File: src/rtl/swhm_pkg.sv
`default_nettype none
package swhm_pkg;

  // ring depth default
  localparam int SPIKE_DEPTH_DEF = 32;

  // field widths
  localparam int FUNC_W   = 2;
  localparam int TIME_W   = 32;
  localparam int RMS_W    = 16;
  localparam int COUNT_W  = 32;
  localparam int RECENT_W = 6;
  localparam int SCORE_W  = 10;
  localparam int LEVEL_W  = 2;
  localparam int CFG_IDX_W  = 2;
  localparam int CFG_DATA_W = 32;
  localparam int PEN_W    = 13;
  localparam int PROD_W   = 21;

  // request function codes
  localparam logic [FUNC_W-1:0] FUNC_RECORD = 2'd0;
  localparam logic [FUNC_W-1:0] FUNC_QUERY  = 2'd1;
  localparam logic [FUNC_W-1:0] FUNC_CLEAR  = 2'd2;

  // config register indexes
  localparam logic [CFG_IDX_W-1:0] CFG_WINDOW = 2'd0;
  localparam logic [CFG_IDX_W-1:0] CFG_OK     = 2'd1;
  localparam logic [CFG_IDX_W-1:0] CFG_WARN   = 2'd2;

  // config reset values
  localparam logic [TIME_W-1:0]  WINDOW_RST = 32'd10000;
  localparam logic [SCORE_W-1:0] OK_RST     = 10'd820;
  localparam logic [SCORE_W-1:0] WARN_RST   = 10'd620;

  // health level codes
  localparam logic [LEVEL_W-1:0] LVL_OK       = 2'd0;
  localparam logic [LEVEL_W-1:0] LVL_WARN     = 2'd1;
  localparam logic [LEVEL_W-1:0] LVL_DEGRADED = 2'd2;

  // score and penalty weights
  localparam logic [SCORE_W-1:0] SCORE_INIT = 10'd1000;
  localparam int GYRO_W   = 25;
  localparam int CURSOR_W = 18;
  localparam int NAN_W    = 20;
  localparam int NAN_CAP  = 400;
  localparam int REC_W    = 35;
  localparam int REC_CAP  = 300;
  localparam int SPK_W    = 12;
  localparam int SPK_CAP  = 300;
  localparam int FAIL_W   = 18;
  localparam int FAIL_CAP = 400;
  localparam int NAN_LIM  = NAN_CAP / NAN_W;
  localparam int REC_LIM  = REC_CAP / REC_W;
  localparam int SPK_LIM  = SPK_CAP / SPK_W;
  localparam int FAIL_LIM = FAIL_CAP / FAIL_W;

  // penalty step select
  localparam int PSEL_W = 3;
  localparam logic [PSEL_W-1:0] PEN_GYRO   = 3'd0;
  localparam logic [PSEL_W-1:0] PEN_CURSOR = 3'd1;
  localparam logic [PSEL_W-1:0] PEN_NAN    = 3'd2;
  localparam logic [PSEL_W-1:0] PEN_REC    = 3'd3;
  localparam logic [PSEL_W-1:0] PEN_SPIKE  = 3'd4;
  localparam logic [PSEL_W-1:0] PEN_FAIL   = 3'd5;

  typedef struct packed {
    logic              record;
    logic              clear;
    logic              start;
    logic              walk;
    logic              pen;
    logic [PSEL_W-1:0] pen_sel;
    logic              out_load;
  } swhm_cmd_t;

  typedef struct packed {
    logic walk_done;
  } swhm_stat_t;

endpackage
`default_nettype wire

File: src/rtl/swhm_ram.sv
`default_nettype none
module swhm_ram #(
  parameter int WIDTH = 32,
  parameter int DEPTH = 32
) (
  input  wire logic                     clk,
  input  wire logic                     we,
  input  wire logic [$clog2(DEPTH)-1:0] waddr,
  input  wire logic [WIDTH-1:0]         wdata,
  input  wire logic [$clog2(DEPTH)-1:0] raddr,
  output logic      [WIDTH-1:0]         rdata
);

  logic [WIDTH-1:0] mem [DEPTH];

  always_ff @(posedge clk) begin
    if (we) begin
      mem[waddr] <= wdata;
    end
    rdata <= mem[raddr];
  end

endmodule
`default_nettype wire

File: src/rtl/swhm_ctrl.sv
`default_nettype none
module swhm_ctrl
  import swhm_pkg::*;
(
  input  wire logic              clk,
  input  wire logic              rst_n,
  input  wire logic              in_valid,
  output logic                   in_ready,
  input  wire logic [FUNC_W-1:0] in_func,
  output logic                   out_valid,
  input  wire logic              out_ready,
  input  wire swhm_stat_t        stat,
  output swhm_cmd_t              cmd
);

  localparam logic [1:0] ST_IDLE = 2'd0;
  localparam logic [1:0] ST_WALK = 2'd1;
  localparam logic [1:0] ST_PEN  = 2'd2;
  localparam logic [1:0] ST_DONE = 2'd3;

  logic [1:0]        state_r, state_nxt;
  logic [PSEL_W-1:0] pen_cnt_r, pen_cnt_nxt;
  logic              out_valid_r, out_valid_nxt;
  logic              accept;

  assign in_ready  = (state_r == ST_IDLE);
  assign out_valid = out_valid_r;
  assign accept    = in_valid && in_ready;

  always_comb begin
    state_nxt     = state_r;
    pen_cnt_nxt   = pen_cnt_r;
    out_valid_nxt = out_valid_r && !out_ready;
    cmd           = '0;
    cmd.pen_sel   = pen_cnt_r;
    unique case (state_r)
      ST_IDLE: begin
        cmd.record = accept && (in_func == FUNC_RECORD);
        cmd.clear  = accept && (in_func == FUNC_CLEAR);
        cmd.start  = accept && (in_func == FUNC_QUERY);
        if (cmd.start) begin
          state_nxt = ST_WALK;
        end
      end
      ST_WALK: begin
        cmd.walk = 1'b1;
        if (stat.walk_done) begin
          state_nxt   = ST_PEN;
          pen_cnt_nxt = PEN_GYRO;
        end
      end
      ST_PEN: begin
        cmd.pen     = 1'b1;
        pen_cnt_nxt = pen_cnt_r + 1'b1;
        if (pen_cnt_r == PEN_FAIL) begin
          state_nxt = ST_DONE;
        end
      end
      ST_DONE: begin
        if (!out_valid_r || out_ready) begin
          cmd.out_load  = 1'b1;
          out_valid_nxt = 1'b1;
          state_nxt     = ST_IDLE;
        end
      end
      default: begin
        state_nxt = ST_IDLE;
      end
    endcase
  end

  always_ff @(posedge clk) begin
    if (!rst_n) begin
      state_r     <= ST_IDLE;
      pen_cnt_r   <= PEN_GYRO;
      out_valid_r <= 1'b0;
    end else begin
      state_r     <= state_nxt;
      pen_cnt_r   <= pen_cnt_nxt;
      out_valid_r <= out_valid_nxt;
    end
  end

  // a walk only starts from an accepted query
  a_walk_from_query: assert property (@(posedge clk) disable iff (!rst_n)
    (state_r == ST_WALK && $past(state_r) != ST_WALK)
      |-> $past(in_valid && in_func == FUNC_QUERY))
    else $error("walk entered without a query");

  // loading the result raises out_valid
  a_load_valid: assert property (@(posedge clk) disable iff (!rst_n)
    cmd.out_load |=> out_valid_r)
    else $error("result loaded but not shown");

  // a pending result is never overwritten
  a_no_overwrite: assert property (@(posedge clk) disable iff (!rst_n)
    cmd.out_load |-> (!out_valid_r || out_ready))
    else $error("pending result overwritten");

endmodule
`default_nettype wire

File: src/rtl/swhm_dp.sv
`default_nettype none
module swhm_dp
  import swhm_pkg::*;
#(
  parameter int SPIKE_DEPTH = SPIKE_DEPTH_DEF
) (
  input  wire logic                  clk,
  input  wire logic                  rst_n,
  input  wire swhm_cmd_t             cmd,
  output swhm_stat_t                 stat,
  input  wire logic                  cfg_we,
  input  wire logic [CFG_IDX_W-1:0]  cfg_idx,
  input  wire logic [CFG_DATA_W-1:0] cfg_wdata,
  input  wire logic [TIME_W-1:0]     in_now_ms,
  input  wire logic [RMS_W-1:0]      in_gyro_rms_q8,
  input  wire logic [RMS_W-1:0]      in_cursor_rms_q8,
  input  wire logic [COUNT_W-1:0]    in_nan_error_count,
  input  wire logic [COUNT_W-1:0]    in_recover_count,
  input  wire logic [COUNT_W-1:0]    in_fail_run,
  output logic      [RECENT_W-1:0]   out_recent_spikes,
  output logic      [SCORE_W-1:0]    out_score,
  output logic      [LEVEL_W-1:0]    out_health_level
);

  localparam int AW = $clog2(SPIKE_DEPTH);
  localparam int CW = $clog2(SPIKE_DEPTH + 1);
  localparam logic [AW-1:0] LAST_ADDR = AW'(SPIKE_DEPTH - 1);
  localparam logic [CW-1:0] FULL      = CW'(SPIKE_DEPTH);

  // config
  logic [TIME_W-1:0]  window_r;
  logic [SCORE_W-1:0] ok_lvl_r, warn_lvl_r;

  // ring control
  logic [AW-1:0] head_r, head_nxt;
  logic [CW-1:0] fill_r, fill_nxt;

  // query operands
  logic [TIME_W-1:0]  now_r;
  logic [RMS_W-1:0]   gyro_r, cursor_r;
  logic [COUNT_W-1:0] nan_r, rec_r, fail_r;

  // walk state
  logic [AW-1:0] rd_ptr_r, rd_ptr_nxt;
  logic [CW-1:0] iss_r, iss_nxt;
  logic [CW-1:0] cnt_r, cnt_nxt;
  logic          pend_r, pend_nxt;
  logic          stop_r, stop_nxt;
  logic [TIME_W-1:0] rdata, age;
  logic          cmp_en, fail_now, issue_en;

  // score
  logic [SCORE_W-1:0] score_r, score_nxt;
  logic [PROD_W-1:0]  gyro_prod, cursor_prod;
  logic [PEN_W-1:0]   pen;
  logic [LEVEL_W-1:0] level;

  // output payload
  logic [RECENT_W-1:0] recent_r;
  logic [SCORE_W-1:0]  score_out_r;
  logic [LEVEL_W-1:0]  level_r;

  swhm_ram #(
    .WIDTH (TIME_W),
    .DEPTH (SPIKE_DEPTH)
  ) u_ring (
    .clk   (clk),
    .we    (cmd.record),
    .waddr (head_r),
    .wdata (in_now_ms),
    .raddr (rd_ptr_r),
    .rdata (rdata)
  );

  always_ff @(posedge clk) begin
    if (!rst_n) begin
      window_r   <= WINDOW_RST;
      ok_lvl_r   <= OK_RST;
      warn_lvl_r <= WARN_RST;
    end else if (cfg_we) begin
      if (cfg_idx == CFG_WINDOW) begin
        window_r <= cfg_wdata;
      end
      if (cfg_idx == CFG_OK) begin
        ok_lvl_r <= cfg_wdata[SCORE_W-1:0];
      end
      if (cfg_idx == CFG_WARN) begin
        warn_lvl_r <= cfg_wdata[SCORE_W-1:0];
      end
    end
  end

  // ring head and fill
  always_comb begin
    head_nxt = head_r;
    fill_nxt = fill_r;
    if (cmd.clear) begin
      head_nxt = '0;
      fill_nxt = '0;
    end else if (cmd.record) begin
      head_nxt = (head_r == LAST_ADDR) ? '0 : head_r + 1'b1;
      if (fill_r != FULL) begin
        fill_nxt = fill_r + 1'b1;
      end
    end
  end

  // walk newest to oldest, one read issued per cycle, compared in the cycle after
  assign age      = now_r - rdata;
  assign cmp_en   = pend_r && !stop_r;
  assign fail_now = cmp_en && (age > window_r);
  assign issue_en = !stop_r && !fail_now && (iss_r != fill_r);
  assign stat.walk_done = !pend_r && (stop_r || (iss_r == fill_r));

  always_comb begin
    rd_ptr_nxt = rd_ptr_r;
    iss_nxt    = iss_r;
    cnt_nxt    = cnt_r;
    pend_nxt   = pend_r;
    stop_nxt   = stop_r;
    if (cmd.start) begin
      rd_ptr_nxt = (head_r == '0) ? LAST_ADDR : head_r - 1'b1;
      iss_nxt    = '0;
      cnt_nxt    = '0;
      pend_nxt   = 1'b0;
      stop_nxt   = 1'b0;
    end else if (cmd.walk) begin
      if (cmp_en && !fail_now) begin
        cnt_nxt = cnt_r + 1'b1;
      end
      if (fail_now) begin
        stop_nxt = 1'b1;
      end
      pend_nxt = issue_en;
      if (issue_en) begin
        iss_nxt    = iss_r + 1'b1;
        rd_ptr_nxt = (rd_ptr_r == '0) ? LAST_ADDR : rd_ptr_r - 1'b1;
      end
    end
  end

  // penalty for the current step
  assign gyro_prod   = PROD_W'(gyro_r) * PROD_W'(GYRO_W);
  assign cursor_prod = PROD_W'(cursor_r) * PROD_W'(CURSOR_W);

  always_comb begin
    unique case (cmd.pen_sel)
      PEN_GYRO:   pen = gyro_prod[PROD_W-1:8];
      PEN_CURSOR: pen = cursor_prod[PROD_W-1:8];
      PEN_NAN:    pen = (nan_r > COUNT_W'(NAN_LIM)) ? PEN_W'(NAN_CAP)
                                                   : PEN_W'(nan_r) * PEN_W'(NAN_W);
      PEN_REC:    pen = (rec_r > COUNT_W'(REC_LIM)) ? PEN_W'(REC_CAP)
                                                   : PEN_W'(rec_r) * PEN_W'(REC_W);
      PEN_SPIKE:  pen = (PEN_W'(cnt_r) > PEN_W'(SPK_LIM)) ? PEN_W'(SPK_CAP)
                                                         : PEN_W'(cnt_r) * PEN_W'(SPK_W);
      PEN_FAIL:   pen = (fail_r > COUNT_W'(FAIL_LIM)) ? PEN_W'(FAIL_CAP)
                                                     : PEN_W'(fail_r) * PEN_W'(FAIL_W);
      default:    pen = '0;
    endcase
  end

  always_comb begin
    score_nxt = score_r;
    if (cmd.start) begin
      score_nxt = SCORE_INIT;
    end else if (cmd.pen) begin
      // floored at zero
      if (pen >= PEN_W'(score_r)) begin
        score_nxt = '0;
      end else begin
        score_nxt = score_r - pen[SCORE_W-1:0];
      end
    end
  end

  // ok test first, then warn
  always_comb begin
    if (score_r >= ok_lvl_r) begin
      level = LVL_OK;
    end else if (score_r >= warn_lvl_r) begin
      level = LVL_WARN;
    end else begin
      level = LVL_DEGRADED;
    end
  end

  always_ff @(posedge clk) begin
    if (!rst_n) begin
      head_r   <= '0;
      fill_r   <= '0;
      rd_ptr_r <= '0;
      iss_r    <= '0;
      cnt_r    <= '0;
      pend_r   <= 1'b0;
      stop_r   <= 1'b0;
    end else begin
      head_r   <= head_nxt;
      fill_r   <= fill_nxt;
      rd_ptr_r <= rd_ptr_nxt;
      iss_r    <= iss_nxt;
      cnt_r    <= cnt_nxt;
      pend_r   <= pend_nxt;
      stop_r   <= stop_nxt;
    end
  end

  always_ff @(posedge clk) begin
    score_r <= score_nxt;
    if (cmd.start) begin
      now_r    <= in_now_ms;
      gyro_r   <= in_gyro_rms_q8;
      cursor_r <= in_cursor_rms_q8;
      nan_r    <= in_nan_error_count;
      rec_r    <= in_recover_count;
      fail_r   <= in_fail_run;
    end
    if (cmd.out_load) begin
      recent_r    <= RECENT_W'(cnt_r);
      score_out_r <= score_r;
      level_r     <= level;
    end
  end

  assign out_recent_spikes = recent_r;
  assign out_score         = score_out_r;
  assign out_health_level  = level_r;

  // during a walk, matched entries never outrun issued reads, reads never outrun fill
  a_walk_bounds: assert property (@(posedge clk) disable iff (!rst_n)
    cmd.walk |-> ((cnt_r <= iss_r) && (iss_r <= fill_r)))
    else $error("walk counters out of bounds");

endmodule
`default_nettype wire

File: src/rtl/spike_window_health_monitor.sv
`default_nettype none
// spike window health monitor
//
// input channel (in_valid / in_ready): one request per handshake, in_func
// selects record (store in_now_ms as newest spike), query or clear ring.
// record, clear and the unused code give no result; in_ready stays high.
// a query walks the spike ring from the newest entry, one ring read per
// cycle, then runs six penalty steps, one per cycle, and loads one result.
// the walk reads at most fill entries and stops early at an entry older
// than the window; the ring read port is registered.
// in_ready is high only while the controller is idle, so a query blocks
// the next request until its result is loaded.
// result channel (out_valid / out_ready): the result sits in an output
// register, so requests are taken while it waits; a finished query holds
// until the register is free when the receiver stalls.
// config port: cfg_we writes cfg_wdata into register cfg_idx (0 window ms,
// 1 ok level, 2 warn level); the user writes only while idle, unenforced.
// reset (rst_n low, synchronous): config to defaults, ring empty, no result
// pending; ring storage itself is not cleared, the fill count guards it.
module spike_window_health_monitor
  import swhm_pkg::*;
#(
  parameter int SPIKE_DEPTH = SPIKE_DEPTH_DEF
) (
  input  wire logic                  clk,
  input  wire logic                  rst_n,
  // config write port
  input  wire logic                  cfg_we,
  input  wire logic [CFG_IDX_W-1:0]  cfg_idx,
  input  wire logic [CFG_DATA_W-1:0] cfg_wdata,
  // request channel
  input  wire logic                  in_valid,
  output logic                       in_ready,
  input  wire logic [FUNC_W-1:0]     in_func,
  input  wire logic [TIME_W-1:0]     in_now_ms,
  input  wire logic [RMS_W-1:0]      in_gyro_rms_q8,
  input  wire logic [RMS_W-1:0]      in_cursor_rms_q8,
  input  wire logic [COUNT_W-1:0]    in_nan_error_count,
  input  wire logic [COUNT_W-1:0]    in_recover_count,
  input  wire logic [COUNT_W-1:0]    in_fail_run,
  // result channel
  output logic                       out_valid,
  input  wire logic                  out_ready,
  output logic      [RECENT_W-1:0]   out_recent_spikes,
  output logic      [SCORE_W-1:0]    out_score,
  output logic      [LEVEL_W-1:0]    out_health_level
);

  swhm_cmd_t  cmd;
  swhm_stat_t stat;

  // sequencing: idle, ring walk, penalty steps, result load
  swhm_ctrl u_ctrl (
    .clk       (clk),
    .rst_n     (rst_n),
    .in_valid  (in_valid),
    .in_ready  (in_ready),
    .in_func   (in_func),
    .out_valid (out_valid),
    .out_ready (out_ready),
    .stat      (stat),
    .cmd       (cmd)
  );

  // ring, config registers, score arithmetic and result register
  swhm_dp #(
    .SPIKE_DEPTH (SPIKE_DEPTH)
  ) u_dp (
    .clk                (clk),
    .rst_n              (rst_n),
    .cmd                (cmd),
    .stat               (stat),
    .cfg_we             (cfg_we),
    .cfg_idx            (cfg_idx),
    .cfg_wdata          (cfg_wdata),
    .in_now_ms          (in_now_ms),
    .in_gyro_rms_q8     (in_gyro_rms_q8),
    .in_cursor_rms_q8   (in_cursor_rms_q8),
    .in_nan_error_count (in_nan_error_count),
    .in_recover_count   (in_recover_count),
    .in_fail_run        (in_fail_run),
    .out_recent_spikes  (out_recent_spikes),
    .out_score          (out_score),
    .out_health_level   (out_health_level)
  );

endmodule
`default_nettype wire

File: config.mk
export PLATFORM = sky130hd
export DESIGN_NAME = spike_window_health_monitor
export DESIGN_NICKNAME = d
export VERILOG_FILES = /design/src/rtl/swhm_pkg.sv /design/src/rtl/swhm_ram.sv /design/src/rtl/swhm_ctrl.sv /design/src/rtl/swhm_dp.sv /design/src/rtl/spike_window_health_monitor.sv
export SDC_FILE = /design/constraint.sdc
export NUM_CORES = 2
export LEC_CHECK = 0
export ABC_AREA = 1
export BUFFER_PORTS_ARGS = -buffer_cell sky130_fd_sc_hd__buf_2
export CAP_MARGIN = 20
export CORE_ASPECT_RATIO = 0.7
export CORE_MARGIN = 1.5
export CORE_UTILIZATION = 60
export CTS_CLUSTER_DIAMETER = 80
export CTS_CLUSTER_SIZE = 12
export DETAILED_ROUTE_END_ITERATION = 8
export MAX_ROUTING_LAYER = met4
export PLACE_DENSITY = 0.75
export SYNTH_ARGS = -nofsm -noshare
export SYNTH_HDL_FRONTEND = slang
export SYNTH_SLANG_ARGS = --single-unit
File: constraint.sdc
create_clock -name clk -period 15.55 [get_ports clk]
set_clock_uncertainty 0.15 [all_clocks]
set_input_delay 0 -clock clk [delete_from_list [all_inputs] [get_ports clk]]
set_output_delay 0 -clock clk [all_outputs]
set_load 0.01 [all_outputs]
## Word-level counts from Yosys, hierarchy flattened

Memory sizes are Yosys's and may differ from the RTL's. A register that Yosys moved wholly into a read port is not among the register bits.
Index checks and enable logic that the tools add are counted.

| operators by class | value |
|---|---|
| reductions and logical operators | 39 |
| multipliers | 6 |
| magnitude comparators | 8 |
| bitwise operators | 1 |
| muxes and demuxes | 29 |
| equality and inequality tests | 20 |
| $add $sub $neg | 9 |

Operators with widths:

| kind | count |
|---|---|
| $pmux W13 S6 | 1 |
| $gt A32 B5 Y1 const B | 2 |
| $mux W13 | 3 |
| $gt A32 B32 Y1 | 1 |
| $gt A32 B4 Y1 const B | 1 |
| $sub A32 B32 Y32 | 1 |
| $mux W5 | 6 |
| $mul A16 B5 Y21 const B | 1 |
| $ge A10 B10 Y1 | 2 |
| $mul A16 B4 Y20 const B | 1 |
| $mux W10 | 2 |
| $add A6 B1 Y6 const B | 3 |
| $reduce_and A2 Y1 | 9 |
| $ge A13 B10 Y1 | 1 |
| $mul A13 B3 Y11 const B | 1 |
| $mul A13 B4 Y12 const B | 1 |
| $mul A13 B6 Y13 const B | 1 |
| $logic_and A1 B1 Y1 | 11 |
| $logic_not A5 Y1 | 2 |
| $mux W2 | 5 |
| $sub A10 B10 Y10 | 1 |
| $sub A5 B1 Y5 const B | 2 |
| $eq A2 B2 Y1 const B | 4 |
| $mul A6 B2 Y8 const B | 1 |
| other kinds (25) | 49 |

| storage, ports and cells | value |
|---|---|
| word-level logic and storage cells | 136 |
| memories kept | 1 |
| register bits | 276 |
| memory bits (writable) | 1,024 |

Memories:

| name | depth | width | rd ports | clocked after memory_dff | write ports | RTL line | RTL |
|---|---|---|---|---|---|---|---|
| u_dp.u_ring.mem | 32 | 32 | 1 | 1 | 1 | swhm_ram.sv:14 | `logic [WIDTH-1:0] mem [DEPTH];` |

## Longest topological paths before layout

| depth | value |
|---|---|
| word-level depth | 9 |
| gate-level depth with buffers | 32 |

## Modules after synthesis

Synthesis repeated with hierarchy kept, for this count alone.

| unflattened totals | value |
|---|---|
| cells, all modules | 5,754 |
| area, all modules | 61,260.0 um2 |

By module, submodules not included:

| module | area an instance (um2) | instances | cells each | seq. area each (um2) |
|---|---|---|---|---|
| swhm_ram | 42,405.7 | 1 | 3,536 | 31,390.1 |
| swhm_dp | 18,381.4 | 1 | 2,154 | 7,186.9 |
| swhm_ctrl | 473.0 | 1 | 64 | 120.1 |

## Least setup slack after synthesis

No wires, ideal clock.

| timing path | value |
|---|---|
| path kind | register -> register |
| start | reg u_ctrl.state_r[0] |
| end | reg u_dp.cursor_r[0] (enable) |
| slack | 9,252 ps |
| cell stages (with the launch flop) | 6 |
| arrival | 5,561 ps |
| required time | 14,813 ps |
| setup time | 587 ps |
| period minus slack after synthesis | 6,298 ps |
| buffers on the path | 1 |
| path through | dfxtp_1 > inv_1 > ha_1 > nand2_1 > nor3_2 > clkbuf_1 |

RTL lines:

| what | RTL line | RTL |
|---|---|---|
| start, declared | swhm_ctrl.sv:21 | `logic [1:0] state_r, state_nxt;` |
| start signal, assigned | swhm_ctrl.sv:78 | `state_r <= state_nxt;` |
| end signal, assigned | swhm_dp.sv:212 | `cursor_r <= in_cursor_rms_q8;` |
| end, declared | swhm_dp.sv:40 | `logic [RMS_W-1:0] gyro_r, cursor_r;` |

## Final worst setup path

| timing path | value |
|---|---|
| start | reg u_dp.gyro_r[3] |
| end | reg u_dp.score_r[0] |

| between the ends | value |
|---|---|
| word-level cells in the longest chain between the ends | 4 |
| elaborated cells on any way between the ends | 5 |

RTL lines:

| what | RTL line | RTL |
|---|---|---|
| start, declared | swhm_dp.sv:40 |  |
| start signal, assigned | swhm_dp.sv:211 | `gyro_r <= in_gyro_rms_q8;` |
| $mul A16 B5 Y21 (*) | swhm_dp.sv:143 | `assign gyro_prod = PROD_W'(gyro_r) * PROD_W'(GYRO_W);` |
| $pmux W13 S6 (*) | swhm_dp.sv:147 | `unique case (cmd.pen_sel)` |
| $ge A13 B10 Y1 or $sub A10 B10 Y10 (tied branches) | swhm_dp.sv:168, swhm_dp.sv:171 |  |
| $mux W10 (*) | swhm_dp.sv:168 | `if (pen >= PEN_W'(score_r)) begin` |
| end signal, assigned | swhm_dp.sv:208 | `score_r <= score_nxt;` |
| end, declared | swhm_dp.sv:53 | `logic [SCORE_W-1:0] score_r, score_nxt;` |

Mark *: on every way between the ends. The rest lies on a longest branch, timed or not.
A chain may end at the register's enable or synchronous reset.

==> impl_metrics.tcl <==
set metrics [dict create \
    status "complete, no violations" \
    p_int_w 0.00635 \
    p_comb_share_pct 26.9 \
    syn_area_per_cell_um2 11.8 \
    drv_cap 0 \
    cts_tree "done" \
    place_hpwl_um 93700 \
    setup_slack_ns 10.43 \
    place_ws_ns 10.50 \
    critPathKind "register to register" \
    fin_util_pct 71.2 \
    switching_share_pct 32.6 \
    root_buffer "clkbuf_16" \
    area_growth_pct 16.8 \
    crit_path_top_delay_cell "a21oi_1" \
    postPlaceCellArea_um2 61500 \
    rsz0062_at_grt "false" \
    yosysTopAreaCellShare_pct 61.3 \
    synth_warnings 0 \
    routed_via_density 6.21 \
    min_period_ns 5.12 \
    ant_nets 0 \
    critPathMaxStageDelay_ns 0.50 \
    whs_ns 0.0350 \
    synthFlopType "edfxtp_1" \
    clock_latency_ns 0.73 \
    critPathMaxFanout 5 \
    async_reset_ff_share_pct 0 \
    hold_violations 0 \
    gp_congestion 0.977 \
    ys_ff_latch 1332 \
    finalSetupViolations 0 \
    numCtsBuffers 121 \
    syn_area_um2 58900 \
    cp-end-kind "register" \
    die_w_um 378 \
    fin_crit_sh_pct 33.0 \
    path_clk_slew_ns 0.06 \
    worst_hold_path_type "input pin to register" \
    drt-initial-drc-count 5841 \
    synthTopCellsByArea "edfxtp_1, ha_1, o21ai_0" \
    yosys-top-cells-count "edfxtp_1, nor2_1, o21ai_0" \
    slew_viol_final 0 \
    design_area_um2 68800 \
    yosys.cell_types.count 58 \
    cpMostUsedCell "ha_1" \
    io_buffers 220 \
    synth_seq_area_share_pct 65.7 \
    p_per_area_nw_per_um2 137 \
    clkPwrFrac_pct 29.1 \
    fp.dieArea_um2 100000 \
    synth_edf_count 1202 \
    grt_antenna_before_repair 15 \
    relSlewSlack_pct 22.2 \
    max_slew.worst_pin.slew_ns 1.17 \
    layout-drive-gt1-share_pct 9.00 \
    nFillCells 6593 \
    start_kind "register" \
    vias 43200 \
    finalSetupTns_ns 0 \
    wl_per_cell_um 24.6 \
    netlist_instances 4993 \
    grt_use_total_pct 34.9 \
    post-cts-setup-buffers 0 \
    globalRouteOverflowTotal 0 \
    core_area_um2 96600 \
    cp.arrival_ns 5.62 \
    p_leak_nw 25.1 \
    yosys.area.top_type "edfxtp_1" \
    fmax_ghz 0.195 \
    drt_first_pass_iters 6 \
    grt_max_degree 180 \
    cts_sinks 1332 \
    nets 6041 \
    seq_power_share_pct 44.0 \
    fp.dieH_um 265 \
    rows 95 \
    required_ns 16.05 \
    wl_um 171000 \
    grt_pass1_vias 41200 \
    pin_count 221 \
    ir_worst_vdd_uv 151 \
    drc_errors 0 \
    grt_pass1_wl_um 253000 \
    start_util_pct 61.0 \
    switchingPower_w 0.00307 \
    clockBufferDepth 3 \
    htreeDepth 3 \
    synthesis.nets 5491 \
    crit_chain "ha_1 -> ha_1 -> fa_1 -> ha_1 -> a21oi_1 -> o21ai_1 -> nand2_1 -> nand3_2 -> a21boi_0 -> o21ai_1 -> or2_2 -> nand3_1 -> nand2_1 -> nor2_1 -> nor2_1 -> ha_1 -> inv_1 -> nor3_1 -> nand4_1 -> o2111ai_1 -> a21oi_1 -> nand3_1 -> a21oi_1" \
    synth_most_common_cell "edfxtp_1" \
]
worst max-delay path, delay by kind of cell (launching register included):
family	cells	cell delay, ns
and+or+nand+nor	10	1.08
adders and majority gates	5	1.78
DFF	1	0.44
AOI/OAI and AO/OA	7	1.48
buffers and inverters	1	0.11
cells in the final DEF, fill, tap and decap left out, drive strengths merged, types with 22 or more instances in the layout:
| master | synthesis | layout |
|---|---|---|
| edfxtp | 1202 | 1202 |
| nor2 | 791 | 791 |
| o21ai | 681 | 681 |
| inv | 380 | 383 |
| dlygate4sd3 | 0 | 381 |
| nand2 | 350 | 350 |
| buf | 49 | 285 |
| ha | 275 | 275 |
| clkbuf | 190 | 209 |
| a21oi | 205 | 205 |
| o221ai | 188 | 188 |
| nand3 | 161 | 161 |
| dfxtp | 130 | 130 |
| o22ai | 81 | 81 |
| xor2 | 47 | 47 |
| a31oi | 42 | 42 |
| a32oi | 29 | 29 |
| nand4 | 27 | 27 |
| nor3 | 25 | 25 |
| fa | 22 | 22 |
metal layers:
layer | up-vias | GRT usage (%) | share of wire, %
met5 | - | - | 0
met4 | 0 | 12.0 | 3.5
met3 | 432 | 7.86 | 12
met2 | 2672 | 50.0 | 44
met1 | 20800 | 49.5 | 40
li1 | 19300 | - | -
worst paths after layout:
check                                      start            endpoint  slack [ns]  depth (start not counted)
worst max-delay path              u_dp.gyro_r[3]     u_dp.score_r[0]       10.43                         23
worst min-delay path                cfg_wdata[1]  u_dp.warn_lvl_r[1]        0.03                          4
worst max register to register    u_dp.gyro_r[3]     u_dp.score_r[0]       10.43                         23
worst min register to register  u_dp.ok_lvl_r[1]    u_dp.ok_lvl_r[1]        0.31                          2
power groups by stage:
stage	clock network (W)	registers, W	logic (W)
final	0.00274	0.00415	0.00253
after CTS	0.00275	0.00414	0.00246
after global placement	0	0.00421	0.00231
after global routing	0.00289	0.00415	0.00279
after floorplan	0	0.00415	0.00168
after detailed placement	0	0.00421	0.00236
per-stage QoR:
stage / std cells / power, W
after floorplan: 4993 / 0.00583
final: 6957 / 0.00942
after global placement: 6347 / 0.00652
after CTS: 6943 / 0.00934
after global routing: 6956 / 0.00983
after detailed placement: 6347 / 0.00658
cell families after synthesis:
kind of cell	after synthesis	synth area share, %
AO/OA/AOI/OAI	1298	13.1
AND/OR/NAND/NOR	1380	9.60
XOR/XNOR	62	0.922
adder cells (fa/ha/maj)	297	6.59
flip-flops	1332	65.7
buffers and inverters	624	4.08
state kept, by name, summed over array words and instances (netlist names), 2 cells and up:
register	count
u_dp.score_r	10
u_dp.fill_r	6
u_dp.window_r	32
u_ctrl.pen_cnt_r	3
u_dp.ok_lvl_r	10
u_dp.fail_r	32
u_dp.nan_r	32
u_dp.cursor_r	16
u_dp.cnt_r	6
u_dp.rd_ptr_r	5
u_dp.iss_r	6
u_dp.now_r	32
u_dp.out_health_level	2
u_dp.warn_lvl_r	10
u_dp.out_recent_spikes	6
u_dp.out_score	10
u_dp.rec_r	32
u_dp.head_r	5
u_dp.u_ring.rdata	32
u_dp.gyro_r	16
u_ctrl.state_r	2
u_dp.u_ring.mem	1024
timing repair:
action,in CTS,in global routing
hold buffers,381,0
gates resized for setup,0,0
endpoints found under the hold margin,1332,0
cell type report:
class                   count  area (um^2)  share of cell area [%]
well taps                1309         1640                    2.38
diodes                     13         32.5                  0.0473
repair buffers            666         5440                    7.90
clock buffers             209         3380                    4.91
clock inverters             6         98.8                   0.144
flip-flops and latches   1332        38700                    56.3
multi-input cells        3037        18100                    26.2
inverters                 385         1470                    2.13
Note: power is estimated with default switching activity, not from simulation.
